## src/sst_pkg.sv

```systemverilog
// ----------------------------------------------------------------------------
// sst_pkg
// Shared types, constants and helpers of the separator/space tokenizer.
// ----------------------------------------------------------------------------
package sst_pkg;

   localparam int unsigned BYTE_W    = 8;
   localparam int unsigned INDEX_W   = 16;
   localparam int unsigned KIND_W    = 3;
   localparam int unsigned CSR_IDX_W = 8;
   localparam int unsigned CSR_DAT_W = 64;

   localparam int unsigned SEP_SLOTS   = 8;
   localparam int unsigned SPACE_SLOTS = 4;
   localparam int unsigned SEP_CNT_W   = 4;
   localparam int unsigned SPACE_CNT_W = 3;

   // up to this many results per request
   localparam int unsigned MAX_RESULTS = 4;
   localparam int unsigned RES_PTR_W   = $clog2(MAX_RESULTS);
   localparam int unsigned RES_CNT_W   = $clog2(MAX_RESULTS + 1);

   localparam longint unsigned MAX_SYMBOLS = 64'd65536;
   localparam logic [INDEX_W-1:0] INDEX_CAP =
      (MAX_SYMBOLS - 64'd1 < 64'd65535) ? INDEX_W'(MAX_SYMBOLS - 64'd1)
                                        : {INDEX_W{1'b1}};

   localparam logic [BYTE_W-1:0] NEWLINE_BYTE = 8'h0A;

   // result kinds
   localparam logic [KIND_W-1:0] KIND_WORD_BYTE = 3'd0;
   localparam logic [KIND_W-1:0] KIND_WORD_END  = 3'd1;
   localparam logic [KIND_W-1:0] KIND_SEPARATOR = 3'd2;
   localparam logic [KIND_W-1:0] KIND_SPACE     = 3'd3;
   localparam logic [KIND_W-1:0] KIND_LINE_MARK = 3'd4;

   // register indexes
   localparam logic [CSR_IDX_W-1:0] CSR_SEP_CHARS   = 8'd0;
   localparam logic [CSR_IDX_W-1:0] CSR_SEP_COUNT   = 8'd1;
   localparam logic [CSR_IDX_W-1:0] CSR_SPACE_CHARS = 8'd2;
   localparam logic [CSR_IDX_W-1:0] CSR_SPACE_COUNT = 8'd3;

   localparam logic [SEP_SLOTS*BYTE_W-1:0]   SEP_CHARS_RST   = '0;
   localparam logic [SEP_CNT_W-1:0]          SEP_COUNT_RST   = '0;
   localparam logic [SPACE_SLOTS*BYTE_W-1:0] SPACE_CHARS_RST = 32'd32;
   localparam logic [SPACE_CNT_W-1:0]        SPACE_COUNT_RST = 3'd1;

   typedef struct packed {
      logic is_space;
      logic is_sep;
   } sst_class_type;

   typedef struct packed {
      logic [KIND_W-1:0]  kind;
      logic [BYTE_W-1:0]  byte_value;
      logic [INDEX_W-1:0] symbol_index;
   } sst_result_type;

   // saturating token index step
   function automatic logic [INDEX_W-1:0] bump_index(input logic [INDEX_W-1:0] value);
      bump_index = (value < INDEX_CAP) ? value + INDEX_W'(1) : value;
   endfunction

endpackage

```

## src/sst_if.sv

```systemverilog
// ----------------------------------------------------------------------------
// sst channel interfaces
// Valid/ready channels for requests, results and register writes.
// ----------------------------------------------------------------------------
interface sst_req_if;
   logic                        valid;
   logic                        ready;
   logic [sst_pkg::BYTE_W-1:0]  char_byte;
   logic                        final_byte;

   modport source (output valid, char_byte, final_byte, input ready);
   modport sink   (input valid, char_byte, final_byte, output ready);
endinterface

interface sst_rsp_if;
   logic                        valid;
   logic                        ready;
   logic [sst_pkg::KIND_W-1:0]  kind;
   logic [sst_pkg::BYTE_W-1:0]  byte_value;
   logic [sst_pkg::INDEX_W-1:0] symbol_index;
   logic                        last_of_item;

   modport source (output valid, kind, byte_value, symbol_index, last_of_item,
                   input ready);
   modport sink   (input valid, kind, byte_value, symbol_index, last_of_item,
                   output ready);
endinterface

interface sst_csr_if;
   logic                          valid;
   logic                          ready;
   logic [sst_pkg::CSR_IDX_W-1:0] reg_index;
   logic [sst_pkg::CSR_DAT_W-1:0] wdata;

   modport source (output valid, reg_index, wdata, input ready);
   modport sink   (input valid, reg_index, wdata, output ready);
endinterface

```

## src/sst_classify.sv

```systemverilog
// ----------------------------------------------------------------------------
// sst_classify
// Matches one byte against the packed separator and space sets.
// ----------------------------------------------------------------------------
module sst_classify (
   input  logic [sst_pkg::BYTE_W-1:0]                        char_byte,
   input  logic [sst_pkg::SEP_SLOTS*sst_pkg::BYTE_W-1:0]     sep_chars,
   input  logic [sst_pkg::SEP_CNT_W-1:0]                     sep_count,
   input  logic [sst_pkg::SPACE_SLOTS*sst_pkg::BYTE_W-1:0]   space_chars,
   input  logic [sst_pkg::SPACE_CNT_W-1:0]                   space_count,
   output sst_pkg::sst_class_type                            cls
);
   import sst_pkg::*;

   logic [SEP_SLOTS-1:0]   sep_hit;
   logic [SPACE_SLOTS-1:0] space_hit;

   // a count above the slot number simply enables every slot
   always_comb begin
      for (int i = 0; i < SEP_SLOTS; i++) begin
         sep_hit[i] = (SEP_CNT_W'(i) < sep_count) &&
                      (sep_chars[i*BYTE_W +: BYTE_W] == char_byte);
      end
      for (int i = 0; i < SPACE_SLOTS; i++) begin
         space_hit[i] = (SPACE_CNT_W'(i) < space_count) &&
                        (space_chars[i*BYTE_W +: BYTE_W] == char_byte);
      end
   end

   assign cls.is_space = |space_hit;
   assign cls.is_sep   = |sep_hit;

endmodule

```

## src/separator_space_tokenizer_unit.sv

```systemverilog
// ----------------------------------------------------------------------------
// separator_space_tokenizer_unit
// Byte-stream tokenizer with configurable separator and space sets.
// ----------------------------------------------------------------------------
// Each request (one content byte) is registered, classified and expanded into
// zero to four results, which leave one per cycle from a small result buffer
// while the result channel is ready. A byte that yields one result sustains
// one request per clock while the result channel is ready; a byte yielding
// more results holds the result channel until its last result is taken, and
// the next request waits in the input register meanwhile. A repeated space
// yields no result. Registers may be written only while the block is idle.
module separator_space_tokenizer_unit (
   input  logic       clock,
   input  logic       reset,
   sst_req_if.sink    req_chan,
   sst_rsp_if.source  rsp_chan,
   sst_csr_if.sink    csr_chan
);
   import sst_pkg::*;

   // configuration
   logic [SEP_SLOTS*BYTE_W-1:0]   sep_chars_ff;
   logic [SEP_CNT_W-1:0]          sep_count_ff;
   logic [SPACE_SLOTS*BYTE_W-1:0] space_chars_ff;
   logic [SPACE_CNT_W-1:0]        space_count_ff;

   // input register
   logic              in_valid_ff;
   logic [BYTE_W-1:0] in_byte_ff;
   logic              in_final_ff;

   // tokenizer state
   logic               word_open_ff, word_open_in;
   logic               in_space_run_ff, in_space_run_in;
   logic [INDEX_W-1:0] token_count_ff, token_count_in;
   logic [INDEX_W-1:0] last_mark_ff, last_mark_in;
   logic               mark_recorded_ff, mark_recorded_in;

   // result buffer
   sst_result_type       res_ff [MAX_RESULTS];
   sst_result_type       res_in [MAX_RESULTS];
   logic [RES_CNT_W-1:0] res_n_ff, res_n_in;
   logic [RES_PTR_W-1:0] res_ptr_ff;

   sst_class_type cls;
   logic          buf_valid;
   logic          out_last;
   logic          buf_free;
   logic          process;
   logic          req_take;
   logic          rsp_take;

   sst_classify u_classify (
      .char_byte   (in_byte_ff),
      .sep_chars   (sep_chars_ff),
      .sep_count   (sep_count_ff),
      .space_chars (space_chars_ff),
      .space_count (space_count_ff),
      .cls         (cls)
   );

   assign buf_valid = (res_n_ff != '0);
   assign out_last  = ({1'b0, res_ptr_ff} + RES_CNT_W'(1)) == res_n_ff;
   assign rsp_take  = buf_valid && rsp_chan.ready;
   assign buf_free  = !buf_valid || (rsp_chan.ready && out_last);
   assign process   = in_valid_ff && buf_free;
   assign req_take  = req_chan.valid && req_chan.ready;

   assign req_chan.ready = !in_valid_ff || process;
   assign csr_chan.ready = 1'b1;

   assign rsp_chan.valid        = buf_valid;
   assign rsp_chan.kind         = res_ff[res_ptr_ff].kind;
   assign rsp_chan.byte_value   = res_ff[res_ptr_ff].byte_value;
   assign rsp_chan.symbol_index = res_ff[res_ptr_ff].symbol_index;
   assign rsp_chan.last_of_item = out_last;

   // expand the registered byte into its result list and next state
   always_comb begin
      logic [RES_CNT_W-1:0] n;
      logic                 is_nl;
      n                = '0;
      is_nl            = (in_byte_ff == NEWLINE_BYTE);
      word_open_in     = word_open_ff;
      in_space_run_in  = in_space_run_ff;
      token_count_in   = token_count_ff;
      last_mark_in     = last_mark_ff;
      mark_recorded_in = mark_recorded_ff;
      for (int i = 0; i < MAX_RESULTS; i++) begin
         res_in[i] = '0;
      end

      // mark comes first and carries the count from before this byte
      if (is_nl) begin
         res_in[n[RES_PTR_W-1:0]] = '{KIND_LINE_MARK, '0, token_count_in};
         n                = n + RES_CNT_W'(1);
         last_mark_in     = token_count_in;
         mark_recorded_in = 1'b1;
      end

      if (cls.is_space || cls.is_sep) begin
         if (word_open_in) begin
            res_in[n[RES_PTR_W-1:0]] = '{KIND_WORD_END, '0, token_count_in};
            n               = n + RES_CNT_W'(1);
            token_count_in  = bump_index(token_count_in);
            word_open_in    = 1'b0;
            in_space_run_in = 1'b0;
         end
         // a byte in both sets counts as a space
         if (!cls.is_space) begin
            in_space_run_in = 1'b0;
            res_in[n[RES_PTR_W-1:0]] = '{KIND_SEPARATOR, in_byte_ff, token_count_in};
            n              = n + RES_CNT_W'(1);
            token_count_in = bump_index(token_count_in);
         end else if (!in_space_run_in) begin
            in_space_run_in = 1'b1;
            res_in[n[RES_PTR_W-1:0]] = '{KIND_SPACE, '0, token_count_in};
            n              = n + RES_CNT_W'(1);
            token_count_in = bump_index(token_count_in);
         end
      end else begin
         res_in[n[RES_PTR_W-1:0]] = '{KIND_WORD_BYTE, in_byte_ff, token_count_in};
         n            = n + RES_CNT_W'(1);
         word_open_in = 1'b1;
         if (in_final_ff) begin
            res_in[n[RES_PTR_W-1:0]] = '{KIND_WORD_END, '0, token_count_in};
            n               = n + RES_CNT_W'(1);
            token_count_in  = bump_index(token_count_in);
            word_open_in    = 1'b0;
            in_space_run_in = 1'b0;
         end
      end

      // closing mark, then clear for the next content
      if (in_final_ff) begin
         if (!mark_recorded_in || (last_mark_in != token_count_in)) begin
            res_in[n[RES_PTR_W-1:0]] = '{KIND_LINE_MARK, '0, token_count_in};
            n = n + RES_CNT_W'(1);
         end
         word_open_in     = 1'b0;
         in_space_run_in  = 1'b0;
         token_count_in   = '0;
         last_mark_in     = '0;
         mark_recorded_in = 1'b0;
      end

      res_n_in = n;
   end

   // configuration registers
   always_ff @(posedge clock) begin
      if (reset) begin
         sep_chars_ff   <= SEP_CHARS_RST;
         sep_count_ff   <= SEP_COUNT_RST;
         space_chars_ff <= SPACE_CHARS_RST;
         space_count_ff <= SPACE_COUNT_RST;
      end else if (csr_chan.valid) begin
         unique case (csr_chan.reg_index)
            CSR_SEP_CHARS: begin
               sep_chars_ff <= csr_chan.wdata;
            end
            CSR_SEP_COUNT: begin
               sep_count_ff <= csr_chan.wdata[SEP_CNT_W-1:0];
            end
            CSR_SPACE_CHARS: begin
               space_chars_ff <= csr_chan.wdata[SPACE_SLOTS*BYTE_W-1:0];
            end
            CSR_SPACE_COUNT: begin
               space_count_ff <= csr_chan.wdata[SPACE_CNT_W-1:0];
            end
            default: begin
            end
         endcase
      end
   end

   // input register
   always_ff @(posedge clock) begin
      if (reset) begin
         in_valid_ff <= 1'b0;
      end else if (req_take) begin
         in_valid_ff <= 1'b1;
      end else if (process) begin
         in_valid_ff <= 1'b0;
      end
   end

   always_ff @(posedge clock) begin
      if (req_take) begin
         in_byte_ff  <= req_chan.char_byte;
         in_final_ff <= req_chan.final_byte;
      end
   end

   // tokenizer state and result buffer control
   always_ff @(posedge clock) begin
      if (reset) begin
         word_open_ff     <= 1'b0;
         in_space_run_ff  <= 1'b0;
         token_count_ff   <= '0;
         last_mark_ff     <= '0;
         mark_recorded_ff <= 1'b0;
         res_n_ff         <= '0;
         res_ptr_ff       <= '0;
      end else if (process) begin
         word_open_ff     <= word_open_in;
         in_space_run_ff  <= in_space_run_in;
         token_count_ff   <= token_count_in;
         last_mark_ff     <= last_mark_in;
         mark_recorded_ff <= mark_recorded_in;
         res_n_ff         <= res_n_in;
         res_ptr_ff       <= '0;
      end else if (rsp_take) begin
         if (out_last) begin
            res_n_ff   <= '0;
            res_ptr_ff <= '0;
         end else begin
            res_ptr_ff <= res_ptr_ff + RES_PTR_W'(1);
         end
      end
   end

   always_ff @(posedge clock) begin
      if (process) begin
         for (int i = 0; i < MAX_RESULTS; i++) begin
            res_ff[i] <= res_in[i];
         end
      end
   end

endmodule
```

## src/flat_wrapper.sv

```systemverilog
// flat-port wrapper written by rule: the top's interface ports become plain ports
module separator_space_tokenizer_unit_flat import sst_pkg::*;
  (clock, reset, req_chan_valid, req_chan_char_byte, req_chan_final_byte, req_chan_ready, rsp_chan_valid, rsp_chan_kind, rsp_chan_byte_value, rsp_chan_symbol_index, rsp_chan_last_of_item, rsp_chan_ready, csr_chan_valid, csr_chan_reg_index, csr_chan_wdata, csr_chan_ready);
  sst_req_if req_chan_i ();
  sst_rsp_if rsp_chan_i ();
  sst_csr_if csr_chan_i ();
  input  logic clock;
  input  logic reset;
  input wire logic [$bits(req_chan_i.valid)-1:0] req_chan_valid;
  input wire logic [$bits(req_chan_i.char_byte)-1:0] req_chan_char_byte;
  input wire logic [$bits(req_chan_i.final_byte)-1:0] req_chan_final_byte;
  output wire logic [$bits(req_chan_i.ready)-1:0] req_chan_ready;
  output wire logic [$bits(rsp_chan_i.valid)-1:0] rsp_chan_valid;
  output wire logic [$bits(rsp_chan_i.kind)-1:0] rsp_chan_kind;
  output wire logic [$bits(rsp_chan_i.byte_value)-1:0] rsp_chan_byte_value;
  output wire logic [$bits(rsp_chan_i.symbol_index)-1:0] rsp_chan_symbol_index;
  output wire logic [$bits(rsp_chan_i.last_of_item)-1:0] rsp_chan_last_of_item;
  input wire logic [$bits(rsp_chan_i.ready)-1:0] rsp_chan_ready;
  input wire logic [$bits(csr_chan_i.valid)-1:0] csr_chan_valid;
  input wire logic [$bits(csr_chan_i.reg_index)-1:0] csr_chan_reg_index;
  input wire logic [$bits(csr_chan_i.wdata)-1:0] csr_chan_wdata;
  output wire logic [$bits(csr_chan_i.ready)-1:0] csr_chan_ready;
  assign req_chan_i.valid = req_chan_valid;
  assign req_chan_i.char_byte = req_chan_char_byte;
  assign req_chan_i.final_byte = req_chan_final_byte;
  assign req_chan_ready = req_chan_i.ready;
  assign rsp_chan_valid = rsp_chan_i.valid;
  assign rsp_chan_kind = rsp_chan_i.kind;
  assign rsp_chan_byte_value = rsp_chan_i.byte_value;
  assign rsp_chan_symbol_index = rsp_chan_i.symbol_index;
  assign rsp_chan_last_of_item = rsp_chan_i.last_of_item;
  assign rsp_chan_i.ready = rsp_chan_ready;
  assign csr_chan_i.valid = csr_chan_valid;
  assign csr_chan_i.reg_index = csr_chan_reg_index;
  assign csr_chan_i.wdata = csr_chan_wdata;
  assign csr_chan_ready = csr_chan_i.ready;
  separator_space_tokenizer_unit u_core (.clock(clock), .reset(reset), .req_chan(req_chan_i), .rsp_chan(rsp_chan_i), .csr_chan(csr_chan_i));
endmodule
```

## config.mk

```make
export PLATFORM = sky130hd
export DESIGN_NAME = separator_space_tokenizer_unit_flat
export DESIGN_NICKNAME = d
export VERILOG_FILES = /design/src/sst_pkg.sv /design/src/sst_if.sv /design/src/sst_classify.sv /design/src/separator_space_tokenizer_unit.sv /design/src/flat_wrapper.sv
export SDC_FILE = /design/constraint.sdc
export NUM_CORES = 1
export LEC_CHECK = 0
export ABC_AREA = 1
export BUFFER_PORTS_ARGS = -buffer_cell sky130_fd_sc_hd__buf_4
export CORE_ASPECT_RATIO = 0.5
export CORE_MARGIN = 4
export CORE_UTILIZATION = 45
export CTS_CLUSTER_SIZE = 12
export DETAILED_ROUTE_END_ITERATION = 6
export PLACE_DENSITY_LB_ADDON = 0.12
export SETUP_SLACK_MARGIN = 0.15
export SLEW_MARGIN = 5
export SYNTH_ARGS = -nofsm -noshare
export SYNTH_HDL_FRONTEND = slang
export SYNTH_SLANG_ARGS = --single-unit
```

## constraint.sdc

```tcl
create_clock -name clock -period 10.1 [get_ports clock]
set_clock_uncertainty 0.15 [all_clocks]
set_input_delay 0.505 -clock clock [delete_from_list [all_inputs] [get_ports clock]]
set_output_delay 0.505 -clock clock [all_outputs]
set_load 0.005 [all_outputs]
```

==> out/qor.yml <==
clock_sinks: 263
internal-power_mw: 1.764
grt_max_degree: 82
synth_flop_cell: "dfxtp_1"
period_needed_ns: 5.554
die-area_um2: 37010
rsz0062_at_grt: "false"
r2r_setup_slack_ns: 4.55
root_buffer: "clkbuf_16"
p_seq_share_pct: 48.3
ant_nets: 0
synthTopCellsByArea: "edfxtp_1 23%, dfxtp_1 19%, nand2_1 8.7%"
min_period_over_period_pct: 54.99
max_freq_ghz: 0.1800
clk_path_buf_depth: 3
post_cts_buffers: 0
switching_share_pct: 27.55
critPathRequiredTime_ns: 10.27
outcome: "complete, no violations"
gp_congestion: 0.9653
ys_seq_elements: 263
avgRoutedWirePerCell_um: 19.09
grt_usage_pct: 25.50
numCtsBuffers: 26
power_switching_mw: 0.6706
fillCellCount: 3306
yosys.cell_types.count: 52
path_max_fanout: 69
async_reset_ff_share_pct: 0
vias: 14250
cts_hold_buf: 9
antenna_found_initial: 0
fp.dieW_um: 268.1
cts_resized: 0
pwr-share-clk_pct: 38.2
grt_pass1_vias: 13250
hold_viol: 0
cp-start-kind: "register"
yosys.area.top_type: "edfxtp_1"
tightest_slew_ns: 1.146
wl_mm: 48.84
syn_area_per_cell_um2: 7.454
worst_slew_margin_rel_pct: 23.31
max-vdd-ir-drop_mv: 0.1363
synth_edf_count: 117
drive_above_1_share_pct: 12.47
initial_utilization_pct: 45.81
tns_ns: 0
synth_most_common_cell: "nand2_1"
hp-class: "input pin to register"
hpwl_mm: 34.50
syn_inst: 2042
end_kind: "register"
drc: 0
cts_tree: "built"
grt_first_pass_wirelength_mm: 75.37
crit_type: "register to register"
synth_top_cell_area_share_pct: 23.08
powerDensity_nw_per_um2: 142.0
crit_arrival_ns: 5.72
drv_slew: 0
coreArea_um2: 33230
p_comb_share_pct: 13.5
insertion_delay_ns: 0.57
p_leak_nw: 7.009
final_nets: 2202
cap_violations: 0
finalSetupViolCount: 0
ys_seq_area_share_pct: 42.29
routed_via_density: 5.569
fin_hold_ws_ns: 0.04373
die-height_um: 138.0
overflow: 0
initialDrtViolationCount: 1365
synthTopCellsByCount: "351 x nand2_1, 290 x nor2_1, 192 x inv_1"
n_antenna_cell: 0
ctsHtreeMaxLevel: 1
rows: 47
synth_fp_nets: 2143
path_clk_slew_ns: 0.06
syn2layout_area_growth_pct: 12.63
yosysWarningCount: 0
port_buffers: 115
io_pins: 117
syn_area_um2: 15220
drt-pass1-iter-count: 6
==> power groups by stage <==
stage | logic (mW) | registers, mW | clock network, mW
2_1_floorplan | 0.204 | 1.19 | 0
3_3_place_gp | 0.326 | 1.20 | 0
3_5_place_dp | 0.326 | 1.20 | 0
4_1_cts | 0.329 | 1.18 | 0.947
5_1_grt | 0.361 | 1.18 | 0.994
6_report | 0.329 | 1.18 | 0.929
==> final timing paths <==
check,start,endpoint,cells past startpoint
worst max-delay path,u_core.in_byte_ff[3],u_core.res_ff[1][3],22
worst min-delay path,csr_chan_wdata[24],u_core.sep_chars_ff[24],3
worst max register to register,u_core.in_byte_ff[3],u_core.res_ff[1][3],22
worst min register to register,u_core.mark_recorded_ff,u_core.mark_recorded_ff,2
==> cells in the final DEF (no fill, tap or decap), types with 13 or more instances in the layout <==
master     synthesis  routed
nand2_1          351     351
nor2_1           290     289
inv_1            192     191
o21ai_0          177     177
nand3_1          151     150
dfxtp_1          146     146
buf_4              2     136
edfxtp_1         117     117
a21oi_1           95      94
xnor2_1           60      60
o22ai_1           52      52
a211oi_1          34      34
o21ai_1           30      30
nand4_1           26      26
clkbuf_16          0      26
nand2_2           25      25
nor3_1            15      15
inv_2             13      15
o21a_1            15      15
ha_1              15      15
o211ai_1          14      14
nand3_2           12      13
a31oi_1           13      13
clkbuf_1          70      13
==> stage by stage <==
stage	instance area [um2]	total power, mW	instances	setup slack, ns	utilization, %
after floorplan	15220	1.399	2042	2.802	-
after global placement	16290	1.525	2505	4.660	49.02
after detailed placement	16290	1.525	2505	4.646	49.02
after CTS	17140	2.452	2558	4.620	51.59
after global routing	17140	2.533	2558	4.150	51.59
final	17140	2.434	2558	4.546	51.59
==> layout make-up <==
type | instances | area (um2) | share of cell area (%)
Clock buffer | 41 | 726.9 | 4.241
Clock inverter | 3 | 40.04 | 0.2336
Inverter | 210 | 795.8 | 4.642
Multi-Input combinational cell | 1455 | 7481 | 43.64
Sequential cell | 263 | 6436 | 37.54
Tap cell | 441 | 551.8 | 3.219
Timing Repair Buffer | 145 | 1111 | 6.481
==> state kept, by name (all words and copies together), names as in the netlist, named ones only <==
signal,cells
u_core.in_byte_ff,8
u_core.in_final_ff,1
u_core.in_space_run_ff,1
u_core.in_valid_ff,1
u_core.last_mark_ff,16
u_core.mark_recorded_ff,1
u_core.res_ff,108
u_core.res_n_ff,3
u_core.res_ptr_ff,2
u_core.sep_chars_ff,64
u_core.sep_count_ff,4
u_core.space_chars_ff,32
u_core.space_count_ff,3
u_core.token_count_ff,16
u_core.word_open_ff,1
==> layer usage <==
metal / vias to the layer above / wire [um] / GRT usage, %
met5: - / 0 / 0
li1: 6970 / - / -
met3: 83 / 2992 / 3.871
met1: 6713 / 21500 / 35.48
met4: 0 / 1485 / 7.097
met2: 479 / 22870 / 41.59
==> worst max-delay path, cell delays in order (launching register included) <==
cell and delay (ns):
edfxtp_1 0.89, inv_1 0.39, or2_2 0.37, nand3_1 0.09
nor2_1 0.05, nand3_1 0.05, nand2_1 0.05, nor2_1 0.19
nand3_2 0.08, buf_4 0.36, inv_2 0.60, o211ai_1 0.25
nand2_2 0.19, nand2_1 0.07, nand2_1 0.17, nand2_1 0.07
nor2_1 0.13, nand2_2 0.08, nor2_4 0.17, a21oi_4 0.14
nand2_4 0.30, inv_2 0.19, o21a_1 0.22
==> logic make-up (layout without fill, tap and decap cells) <==
family,Yosys count,count (layout),synth area share [%]
adder cells (fa/ha/maj),15,15,1.233
AND/OR/NAND/NOR,916,916,26.67
XOR/XNOR,71,71,4.085
flip-flops,263,263,42.29
other,1,1,0.02464
AO/OA/AOI/OAI,452,452,16.98
buffers and inverters,324,399,8.714
Note: power is estimated with default switching activity, not from simulation.
